===== src/rtl/core/sfb_pkg.sv =====
// Shared types, constants and helpers for the stuffed serial frame builder.
// Used by every module under rtl/core; depends on nothing else.
package sfb_pkg;

  localparam logic [7:0] FLAG_BYTE = 8'h7E;
  localparam logic [7:0] ESC_BYTE  = 8'h7D;
  localparam logic [7:0] ESC_XOR   = 8'h20;
  localparam logic [7:0] SEQ1_CTRL = 8'h40;
  localparam logic [7:0] SEQ0_CTRL = 8'h00;

  localparam int MAX_BEATS   = 6;
  localparam int BEAT_IDX_W  = $clog2(MAX_BEATS);
  localparam int CFG_INDEX_W = 3;

  // Reset values of the configuration registers.
  localparam logic [7:0] ADDRESS_RESET = 8'd3;
  localparam logic [7:0] SET_RESET     = 8'd3;
  localparam logic [7:0] UA_RESET      = 8'd7;
  localparam logic [7:0] DISC_RESET    = 8'd11;

  typedef enum logic [1:0] {
    CMD_START   = 2'd0,
    CMD_PAYLOAD = 2'd1,
    CMD_END     = 2'd2,
    CMD_CONTROL = 2'd3
  } cmd_t;

  localparam logic [1:0] KIND_SET = 2'd0;
  localparam logic [1:0] KIND_UA  = 2'd1;

  localparam logic [CFG_INDEX_W-1:0] REG_ADDRESS  = 3'd0;
  localparam logic [CFG_INDEX_W-1:0] REG_SET_CTRL = 3'd1;
  localparam logic [CFG_INDEX_W-1:0] REG_UA_CTRL  = 3'd2;
  localparam logic [CFG_INDEX_W-1:0] REG_DISC_CTRL = 3'd3;
  localparam logic [CFG_INDEX_W-1:0] REG_SEQ_BIT  = 3'd4;

  typedef struct packed {
    logic [7:0] address_byte;
    logic [7:0] set_control;
    logic [7:0] ua_control;
    logic [7:0] disc_control;
    logic       sequence_bit;
  } cfg_t;

  // All line bytes caused by one input beat.
  typedef struct packed {
    logic [MAX_BEATS-1:0][7:0] bytes;
    logic [BEAT_IDX_W-1:0]     last_idx;
    logic                      error;
  } burst_t;

  function automatic logic needs_escape(input logic [7:0] b);
    return (b == FLAG_BYTE) || (b == ESC_BYTE);
  endfunction

endpackage


===== src/rtl/core/sfb_cfg_regs.sv =====
// Configuration register file of the frame builder.
// Depends on sfb_pkg.
module sfb_cfg_regs
  import sfb_pkg::*;
(
  input  logic                   clk,
  input  logic                   rst,
  input  logic                   cfg_we,
  input  logic [CFG_INDEX_W-1:0] cfg_index,
  input  logic [7:0]             cfg_data,
  output cfg_t                   cfg
);

  always_ff @(posedge clk) begin
    if (rst) begin
      cfg.address_byte <= ADDRESS_RESET;
      cfg.set_control  <= SET_RESET;
      cfg.ua_control   <= UA_RESET;
      cfg.disc_control <= DISC_RESET;
      cfg.sequence_bit <= 1'b0;
    end else if (cfg_we) begin
      unique case (cfg_index)
        REG_ADDRESS:   cfg.address_byte <= cfg_data;
        REG_SET_CTRL:  cfg.set_control  <= cfg_data;
        REG_UA_CTRL:   cfg.ua_control   <= cfg_data;
        REG_DISC_CTRL: cfg.disc_control <= cfg_data;
        REG_SEQ_BIT:   cfg.sequence_bit <= cfg_data[0];
        default: ;
      endcase
    end
  end

endmodule


===== src/rtl/core/sfb_encoder.sv =====
// Turns one command beat into the list of line bytes it causes and keeps
// the frame state (open flag, running check). Depends on sfb_pkg.
module sfb_encoder
  import sfb_pkg::*;
(
  input  logic       clk,
  input  logic       rst,
  input  logic       accept,
  input  logic [1:0] command,
  input  logic [1:0] control_kind,
  input  logic [7:0] data_byte,
  input  cfg_t       cfg,
  output burst_t     burst
);

  logic [7:0] running_check;
  logic [7:0] running_check_next;
  logic       frame_open;
  logic       frame_open_next;

  logic [7:0] ctrl;
  logic [7:0] hdr_check;
  logic [7:0] body;
  logic       esc;
  cmd_t       cmd;

  assign cmd = cmd_t'(command);

  always_comb begin
    priority if (cmd == CMD_START) begin
      ctrl = cfg.sequence_bit ? SEQ1_CTRL : SEQ0_CTRL;
    end else if (control_kind == KIND_SET) begin
      ctrl = cfg.set_control;
    end else if (control_kind == KIND_UA) begin
      ctrl = cfg.ua_control;
    end else begin
      ctrl = cfg.disc_control;
    end
  end

  assign hdr_check = cfg.address_byte ^ ctrl;

  // The one byte of this beat that is subject to stuffing.
  always_comb begin
    unique case (cmd)
      CMD_PAYLOAD: body = data_byte;
      CMD_END:     body = running_check;
      default:     body = hdr_check;
    endcase
  end

  assign esc = needs_escape(body);

  always_comb begin
    burst = '0;
    running_check_next = running_check;
    frame_open_next    = frame_open;
    unique case (cmd)
      CMD_START, CMD_CONTROL: begin
        burst.bytes[0] = FLAG_BYTE;
        burst.bytes[1] = cfg.address_byte;
        burst.bytes[2] = ctrl;
        if (esc) begin
          burst.bytes[3] = ESC_BYTE;
          burst.bytes[4] = body ^ ESC_XOR;
          burst.bytes[5] = FLAG_BYTE;
        end else begin
          burst.bytes[3] = body;
          burst.bytes[4] = FLAG_BYTE;
        end
        if (cmd == CMD_START) begin
          burst.last_idx = esc ? BEAT_IDX_W'(4) : BEAT_IDX_W'(3);
        end else begin
          burst.last_idx = esc ? BEAT_IDX_W'(5) : BEAT_IDX_W'(4);
        end
        running_check_next = '0;
        frame_open_next    = (cmd == CMD_START);
      end
      default: begin
        if (!frame_open) begin
          // Payload or end with no frame open: a single zero error beat.
          burst.error = 1'b1;
        end else begin
          if (esc) begin
            burst.bytes[0] = ESC_BYTE;
            burst.bytes[1] = body ^ ESC_XOR;
            burst.bytes[2] = FLAG_BYTE;
          end else begin
            burst.bytes[0] = body;
            burst.bytes[1] = FLAG_BYTE;
          end
          if (cmd == CMD_PAYLOAD) begin
            burst.last_idx     = esc ? BEAT_IDX_W'(1) : BEAT_IDX_W'(0);
            running_check_next = running_check ^ data_byte;
          end else begin
            burst.last_idx     = esc ? BEAT_IDX_W'(2) : BEAT_IDX_W'(1);
            running_check_next = '0;
            frame_open_next    = 1'b0;
          end
        end
      end
    endcase
  end

  always_ff @(posedge clk) begin
    if (rst) begin
      running_check <= '0;
      frame_open    <= 1'b0;
    end else if (accept) begin
      running_check <= running_check_next;
      frame_open    <= frame_open_next;
    end
  end

endmodule


===== src/rtl/core/sfb_serializer.sv =====
// Holds the byte list of one command and sends it out one beat per cycle
// while m_tready is high. Depends on sfb_pkg.
module sfb_serializer
  import sfb_pkg::*;
(
  input  logic       clk,
  input  logic       rst,
  input  logic       load,
  input  burst_t     burst_in,
  output logic       ready,
  output logic       m_tvalid,
  input  logic       m_tready,
  output logic [7:0] m_tdata,   // out_byte
  output logic       m_tlast,
  output logic       m_tuser    // error
);

  burst_t                burst;
  logic                  valid;
  logic [BEAT_IDX_W-1:0] idx;
  logic                  take_last;

  assign m_tvalid  = valid;
  assign m_tdata   = burst.bytes[idx];
  assign m_tlast   = (idx == burst.last_idx);
  assign m_tuser   = burst.error;
  assign take_last = valid && m_tready && m_tlast;
  // A new list may load in the same cycle the previous final beat leaves.
  assign ready     = !valid || take_last;

  always_ff @(posedge clk) begin
    if (rst) begin
      valid <= 1'b0;
      idx   <= '0;
    end else if (load) begin
      valid <= 1'b1;
      idx   <= '0;
    end else if (take_last) begin
      valid <= 1'b0;
    end else if (valid && m_tready) begin
      idx <= idx + 1'b1;
    end
  end

  always_ff @(posedge clk) begin
    if (load) begin
      burst <= burst_in;
    end
  end

  a_idx_in_range: assert property (@(posedge clk) disable iff (rst)
    valid |-> idx <= burst.last_idx)
    else $error("beat index beyond end of list");

  a_hold_on_stall: assert property (@(posedge clk) disable iff (rst)
    valid && !m_tready |=> valid && $stable(idx))
    else $error("beat moved while stalled");

  a_error_single: assert property (@(posedge clk) disable iff (rst)
    valid && burst.error |-> burst.last_idx == '0)
    else $error("error list longer than one beat");

  a_load_only_when_free: assert property (@(posedge clk) disable iff (rst)
    load |-> ready)
    else $error("list loaded over pending beats");

  a_drain: assert property (@(posedge clk) disable iff (rst)
    take_last && !load |=> !valid)
    else $error("list still valid after final beat");

endmodule


===== src/rtl/core/stuffed_serial_frame_builder_top.sv =====
// Top level of the stuffed serial frame builder.
// Depends on sfb_pkg, sfb_cfg_regs, sfb_encoder and sfb_serializer.
//
//   channel  | dir | beat holds
//   s_*      | in  | tuser: command[1:0], control_kind[3:2]; tdata: data_byte
//   m_*      | out | tdata: out_byte; tlast: last; tuser: error
//   cfg_*    | in  | cfg_index selects register, cfg_data written on cfg_we
//
// A command beat is encoded in the cycle it is accepted and its bytes leave
// one per cycle: 1 to 6 output beats per input beat (payload 1 or 2).
// The next command is taken in the cycle the previous final byte is taken,
// so the output port sets the rate. Reset is synchronous on rst: no frame
// open, check cleared, registers at their defaults. A stall on m_tready holds
// the current byte and closes s_tready until the final byte leaves.
module stuffed_serial_frame_builder_top
  import sfb_pkg::*;
(
  input  logic                   clk,
  input  logic                   rst,
  input  logic                   s_tvalid,
  output logic                   s_tready,
  input  logic [7:0]             s_tdata,   // data_byte
  input  logic [3:0]             s_tuser,   // command[1:0], control_kind[3:2]
  output logic                   m_tvalid,
  input  logic                   m_tready,
  output logic [7:0]             m_tdata,   // out_byte
  output logic                   m_tlast,   // last
  output logic                   m_tuser,   // error
  input  logic                   cfg_we,
  input  logic [CFG_INDEX_W-1:0] cfg_index,
  input  logic [7:0]             cfg_data
);

  cfg_t   cfg;
  burst_t burst;
  logic   accept;

  assign accept = s_tvalid && s_tready;

  sfb_cfg_regs u_cfg (
    .clk       (clk),
    .rst       (rst),
    .cfg_we    (cfg_we),
    .cfg_index (cfg_index),
    .cfg_data  (cfg_data),
    .cfg       (cfg)
  );

  sfb_encoder u_enc (
    .clk          (clk),
    .rst          (rst),
    .accept       (accept),
    .command      (s_tuser[1:0]),
    .control_kind (s_tuser[3:2]),
    .data_byte    (s_tdata),
    .cfg          (cfg),
    .burst        (burst)
  );

  sfb_serializer u_ser (
    .clk      (clk),
    .rst      (rst),
    .load     (accept),
    .burst_in (burst),
    .ready    (s_tready),
    .m_tvalid (m_tvalid),
    .m_tready (m_tready),
    .m_tdata  (m_tdata),
    .m_tlast  (m_tlast),
    .m_tuser  (m_tuser)
  );

endmodule


===== config.mk =====
export PLATFORM = sky130hd
export DESIGN_NAME = stuffed_serial_frame_builder_top
export DESIGN_NICKNAME = d
export VERILOG_FILES = /design/src/rtl/core/sfb_pkg.sv /design/src/rtl/core/sfb_cfg_regs.sv /design/src/rtl/core/sfb_encoder.sv /design/src/rtl/core/sfb_serializer.sv /design/src/rtl/core/stuffed_serial_frame_builder_top.sv
export SDC_FILE = /design/constraint.sdc
export NUM_CORES = 1
export LEC_CHECK = 0
export BUFFER_PORTS_ARGS = -buffer_cell sky130_fd_sc_hd__buf_2
export CAP_MARGIN = 5
export CELL_PAD_IN_SITES_DETAIL_PLACEMENT = 1
export CELL_PAD_IN_SITES_GLOBAL_PLACEMENT = 1
export CORE_ASPECT_RATIO = 1.4
export CORE_MARGIN = 2
export CORE_UTILIZATION = 30
export CTS_CLUSTER_DIAMETER = 60
export DETAILED_ROUTE_END_ITERATION = 10
export PLACE_DENSITY = 0.63
export SLEW_MARGIN = 0
export SYNTH_ARGS = -nofsm -noshare
export SYNTH_HDL_FRONTEND = slang
export SYNTH_SLANG_ARGS = --single-unit

===== constraint.sdc =====
create_clock -name clk -period 6 [get_ports clk]
set_input_delay 0.3 -clock clk [delete_from_list [all_inputs] [get_ports clk]]
set_output_delay 0.3 -clock clk [all_outputs]
set_load 0.02 [all_outputs]

# ---- Yosys cells after proc, flatten, opt, wreduce, memory -nomap -nowiden
# Cells that the tools add are included.
dict set report totals {
  ff_bits 98
  out_inout_bits 12
  input_bits 28
  word_cells 83
}
dict set report op_classes {
  n_mux 26
  order_cmp 1
  reduce_logical 21
  bitwise 5
  n_addsub 1
  eq_ne 11
}
# op n
set ops {}
lappend ops {{8-bit two-way mux} 7}
lappend ops {{27-bit two-way mux} 2}
lappend ops {{8-bit binary-select mux with 3-bit select} 1}
lappend ops {{8-bit by 7-bit == test with 1-bit output (second input constant)} 2}
lappend ops {{16-bit two-way mux} 1}
lappend ops {{8-bit one-hot mux with 2 select lines} 1}
lappend ops {{8-bit bitwise XOR} 2}
lappend ops {{7-bit two-way mux} 2}
lappend ops {{2-bit AND reduction} 7}
lappend ops {{3-bit two-way mux} 3}
lappend ops {{1-bit two-way mux} 8}
lappend ops {{3-bit by 2-bit == test with 1-bit output (second input constant)} 2}
lappend ops {{2-bit by 1-bit == test with 1-bit output (second input constant)} 2}
lappend ops {{2-bit == test (second input constant)} 2}
lappend ops {{2-bit zero test} 2}
lappend ops {{3-bit by 4-bit less-than comparator with 1-bit output (second input constant)} 1}
lappend ops {{2-bit nonzero test} 2}
lappend ops {{2-bit OR reduction} 2}
lappend ops {{3-bit by 1-bit adder with 3-bit output (second input constant)} 1}
lappend ops {{3-bit by 1-bit == test with 1-bit output (second input constant)} 1}
lappend ops {{3-bit == test} 1}
lappend ops {{3-bit == test (second input constant)} 1}
lappend ops {{1-bit logical AND} 3}
lappend ops {{3-bit zero test} 1}
lappend ops {{other kinds (5)} 8}

# ---- Depth between registers and ports, before layout
dict set report logic_depth {
  depth_word 12
  ltp_mapped 13
  ltp_nobuf 11
}

# ---- Modules after synthesis
# A second synthesis with hierarchy kept.
dict set report unflattened {
  cells_unflattened 469
  area_unflattened_um2 5124.9
}
# mod seq_area_each_um2 area_per_inst_um2 cells_each n_inst
set modules_own_cells {}
lappend modules_own_cells {sfb_serializer 1641.6 2223.4 125 1}
lappend modules_own_cells {sfb_encoder 180.2 1540.2 216 1}
lappend modules_own_cells {sfb_cfg_regs 660.6 1355.0 127 1}
lappend modules_own_cells {stuffed_serial_frame_builder_top 0.0 6.3 1 1}

# ---- Least setup slack after synthesis
# Ideal clock, no wire load.
dict set report synth_path {
  path_type {reg-to-reg}
  start {reg u_ser.idx[0]}
  end {reg u_enc.running_check[0]}
  stages_incl_launch_ff 8
  t_arrival_ns 3.766
  period_less_slack_ns 3.887
  t_required_ns 5.879
  path_slack_ns 2.113
  n_path_buf 2
  setup_ns 0.121
  path_cell_list {dfxtp_1 > clkbuf_1 > xor2_1 > o41ai_1 > and2_1 > clkbuf_1 > a21o_1 > nor2_1}
}
dict set report synth_between {
  elab_chain_cells 5
}
# item line_no
set synth_rtl {}
lappend synth_rtl {{start, declared} sfb_serializer.sv:20} ;# logic [BEAT_IDX_W-1:0] idx;
lappend synth_rtl {{start signal, assigned} sfb_serializer.sv:41} ;# idx <= idx + 1'b1;
lappend synth_rtl {{3-bit == test} sfb_serializer.sv:25} ;# assign m_tlast = (idx == burst.last_idx);
lappend synth_rtl {{1-bit logical AND} sfb_serializer.sv:27} ;# assign take_last = valid && m_tready && m_tlast;
lappend synth_rtl {{1-bit logical OR} sfb_serializer.sv:29} ;# assign ready = !valid || take_last;
lappend synth_rtl {{named net s_tready} stuffed_serial_frame_builder_top.sv:21} ;# output logic s_tready,
lappend synth_rtl {{1-bit logical AND} stuffed_serial_frame_builder_top.sv:38} ;# assign accept = s_tvalid && s_tready;
lappend synth_rtl {{named net accept} stuffed_serial_frame_builder_top.sv:36} ;# logic accept;
lappend synth_rtl {{2-bit AND reduction (no source line)} --}
lappend synth_rtl {{end signal, assigned} sfb_encoder.sv:110} ;# running_check <= running_check_next;
lappend synth_rtl {{end, declared} sfb_encoder.sv:16} ;# logic [7:0] running_check;
# The timed path passes the listed nets, and every way through them passes these cells.
# A chain may end at the register's enable or synchronous reset.

# ---- Final worst setup path
dict set report layout_path {
  start {reg u_ser.idx[0]}
  end {reg u_enc.running_check[3]}
}
dict set report layout_between {
  elab_chain_cells 5
}
# item line_no
set layout_rtl {}
lappend layout_rtl {{3-bit == test} sfb_serializer.sv:25}
lappend layout_rtl {{1-bit logical AND} sfb_serializer.sv:27}
lappend layout_rtl {{1-bit logical OR} sfb_serializer.sv:29}
lappend layout_rtl {{1-bit logical AND} stuffed_serial_frame_builder_top.sv:38}
lappend layout_rtl {{2-bit AND reduction (no source line)} --}
# Every way passes these cells.

==> impl_metrics.tcl <==
set metrics [dict create \
    ir_drop_mv 0.1240 \
    drv_slew 0 \
    drc_errors 0 \
    intPower_mw 1.080 \
    cts_tree "yes" \
    area_growth_pct 13.16 \
    drtAntennaViolNets 0 \
    synthFlopType "dfxtp_1" \
    fillers 1746 \
    cts.clk_slew.worst_paths_ns 0.06 \
    min_period_ns 3.227 \
    ys_ff_latch 91 \
    power.density_nw_per_um2 275.4 \
    vias_per_cell 5.013 \
    io_buffer_count 39 \
    status "finished, final reports clean" \
    synth-edff-count 45 \
    crit_type "reg2reg" \
    grt_pass1_vias 3739 \
    cp.arrival_ns 3.46 \
    postCtsHoldBufs 0 \
    final_common_cell "nand2_1" \
    ff2ff_path_depth 5 \
    numCtsBuffers 9 \
    initial_utilization_pct 30.81 \
    post_cts_resized 0 \
    track_usage_pct 15.63 \
    worst_setup_path_end_kind "flip-flop" \
    ys_async_sr_fraction_pct 0 \
    root_buffer "clkbuf_16" \
    slew_headroom_pct 25.61 \
    vias 3519 \
    hp-class "in2reg" \
    first_pass_iters 5 \
    initialDrtViolationCount 111 \
    regToRegStartpoint "u_ser.idx[0]" \
    setup_viol 0 \
    period_share_pct 53.79 \
    synth_cells 482 \
    place.gp.congestion 0.8271 \
    instances_no_fill 702 \
    max-cap-violations 0 \
    drive_gt1_share_pct 13.14 \
    pwr-share-comb_pct 13.2 \
    p_leak_nw 1.965 \
    fp-row-count 53 \
    p_total_mw 1.452 \
    grt_max_degree 52 \
    postSynthAreaPerCell_um2 9.664 \
    pwr-share-seq_pct 48.7 \
    antenna-diode-count 0 \
    startpoint "u_ser.idx[0]" \
    timing.rr.end "u_enc.running_check[3]" \
    io_pins 40 \
    die_height_um 151.4 \
    core_region_area_um2 15120 \
    ys_seq_area_share_pct 48.78 \
    cts_sinks 91 \
    dieArea_um2 16550 \
    synth_cell_types 55 \
    crit_fanout 51 \
    crit_end "u_enc.running_check[3]" \
    post_cts_buffers 0 \
    finalHoldViolCount 0 \
    grt_first_pass_wirelength_mm 19.78 \
    startpoint_type "flip-flop" \
    syn-cell-area_um2 4658 \
    syn-num-nets 518 \
    tns_ns 0 \
    power.share.switching_pct 25.59 \
    hpwl_mm 9.248 \
    die_w_um 109.3 \
    whs_ns 0.2239 \
    layout_common_cells "nand2_1, dfxtp_1, edfxtp_1, buf_2, nor2_1" \
    clock_path_buffers 2 \
    clock_skew_ns 0.004389 \
    drt_wl_total_mm 12.16 \
    htreeDepth 3 \
    routedWlPerCell_um 17.33 \
    rsz0062_at_grt "false" \
    grt-ovfl-total 0 \
    antenna_found_initial 0 \
    nets 541 \
    p_clk_share_pct 38.1 \
    yosys_warnings 0 \
    r2r_slack_ns 2.77 \
    required_ns 6.23 \
    fmax_mhz 309.8 \
    switchingPower_mw 0.3715 \
    fin_util_pct 34.86 \
    dp.cells 686 \
    worstMarginPinSlew_ns 1.116 \
    clk-insertion-delay-late_ns 0.35 \
]
==> flip-flops by register name, summed over array words and instances, names as in the netlist <==
register and cells:
u_ser.burst 44, u_cfg.cfg 33, u_ser.m_tuser 1, u_ser.m_tvalid 1, u_enc.frame_open 1, u_ser.idx 3
u_enc.running_check 8
==> critical path, cell delays in order, from the launching register on <==
cell and delay [ns]:
dfxtp_1 0.89, xor2_1 0.20, o41ai_1 0.57, and2_2 0.99, a21o_1 0.37, nor2_1 0.09
==> kinds of logic (layout without fill, tap and decap cells) <==
group / count (synthesis) / count (layout) / synth area share, %
simple gates: 170 / 170 / 17.57
compound gates: 111 / 111 / 15.66
flops: 91 / 91 / 48.78
buf+inv: 55 / 83 / 4.701
mux: 28 / 28 / 7.682
xor+xnor: 18 / 18 / 3.384
fa+ha+maj: 8 / 8 / 2.149
other cells: 1 / 1 / 0.08050
==> power by group through the flow <==
stage                     registers [mW]  clock network [mW]  logic (mW)
after global placement             0.719                   0       0.189
final                              0.707               0.554       0.191
after global routing               0.710               0.592       0.214
after CTS                          0.707               0.568       0.195
after floorplan                    0.715                   0       0.136
after detailed placement           0.721                   0       0.194
==> area by class of cell <==
| cell class | instances | area (um^2) | share of cell area, % |
|---|---|---|---|
| clock inverters | 5 | 53.80 | 1.021 |
| multi-input cells | 336 | 2168 | 41.13 |
| flip-flops and latches | 91 | 2272 | 43.10 |
| clock buffers | 11 | 232.7 | 4.415 |
| repair buffers | 40 | 202.7 | 3.845 |
| well taps | 192 | 240.2 | 4.557 |
| inverters | 27 | 101.3 | 1.923 |
==> worst min path at each step <==
| stage | from | endpoint | slack [ns] | depth (start not counted) |
|---|---|---|---|---|
| 2_1_floorplan | cfg_data[0] | u_cfg.cfg[25] | 0.42 | 1 |
| 3_3_place_gp | u_cfg.cfg[23] | u_cfg.cfg[23] | 0.44 | 2 |
| 3_5_place_dp | u_cfg.cfg[22] | u_cfg.cfg[22] | 0.45 | 2 |
| 4_1_cts | cfg_data[2] | u_cfg.cfg[11] | 0.22 | 2 |
| 5_1_grt | cfg_data[2] | u_cfg.cfg[11] | 0.23 | 2 |
| 6_report | cfg_data[2] | u_cfg.cfg[11] | 0.22 | 2 |
==> Yosys cell counts (4+ instances only) <==
| master | number | area (um^2) |
|---|---|---|
| nand2_1 | 67 | 251.5 |
| dfxtp_1 | 46 | 920.9 |
| edfxtp_1 | 45 | 1351 |
| nor2_1 | 36 | 135.1 |
| a21oi_1 | 35 | 175.2 |
| inv_1 | 27 | 101.4 |
| o21ai_0 | 23 | 115.1 |
| clkbuf_1 | 20 | 75.07 |
| mux2i_1 | 20 | 200.2 |
| nor2b_1 | 12 | 75.07 |
| xor2_1 | 12 | 105.1 |
| nor3_1 | 9 | 45.04 |
| o22ai_1 | 9 | 56.30 |
| ha_1 | 8 | 100.1 |
| nand3_1 | 8 | 40.04 |
| nand3b_1 | 8 | 60.06 |
| a211o_1 | 6 | 52.55 |
| a211oi_1 | 6 | 45.04 |
| and3_1 | 6 | 37.54 |
| mux4_2 | 6 | 135.1 |
| xnor2_1 | 6 | 52.55 |
| nand2b_1 | 5 | 31.28 |
| a221oi_1 | 4 | 35.03 |
| a22oi_1 | 4 | 30.03 |
| buf_2 | 4 | 20.02 |
| nor3b_1 | 4 | 30.03 |
| o31ai_1 | 4 | 30.03 |
==> per-layer routing <==
layer	global-route usage [%]	share of wire, %	routed length (um)
met4	5.949	1.8	223
met2	29.01	54	6530
met1	17.94	43	5178
met3	2.065	1.9	231
met5	0	0	0
==> per-stage QoR <==
stage / setup WS [ns] / cell area (um^2)
floorplan: 2.113 / 4658
global placement: 2.622 / 4985
detailed placement: 2.448 / 4985
CTS: 2.631 / 5271
global route: 2.428 / 5271
finish: 2.773 / 5271
Note: power is estimated with default switching activity, not from simulation.
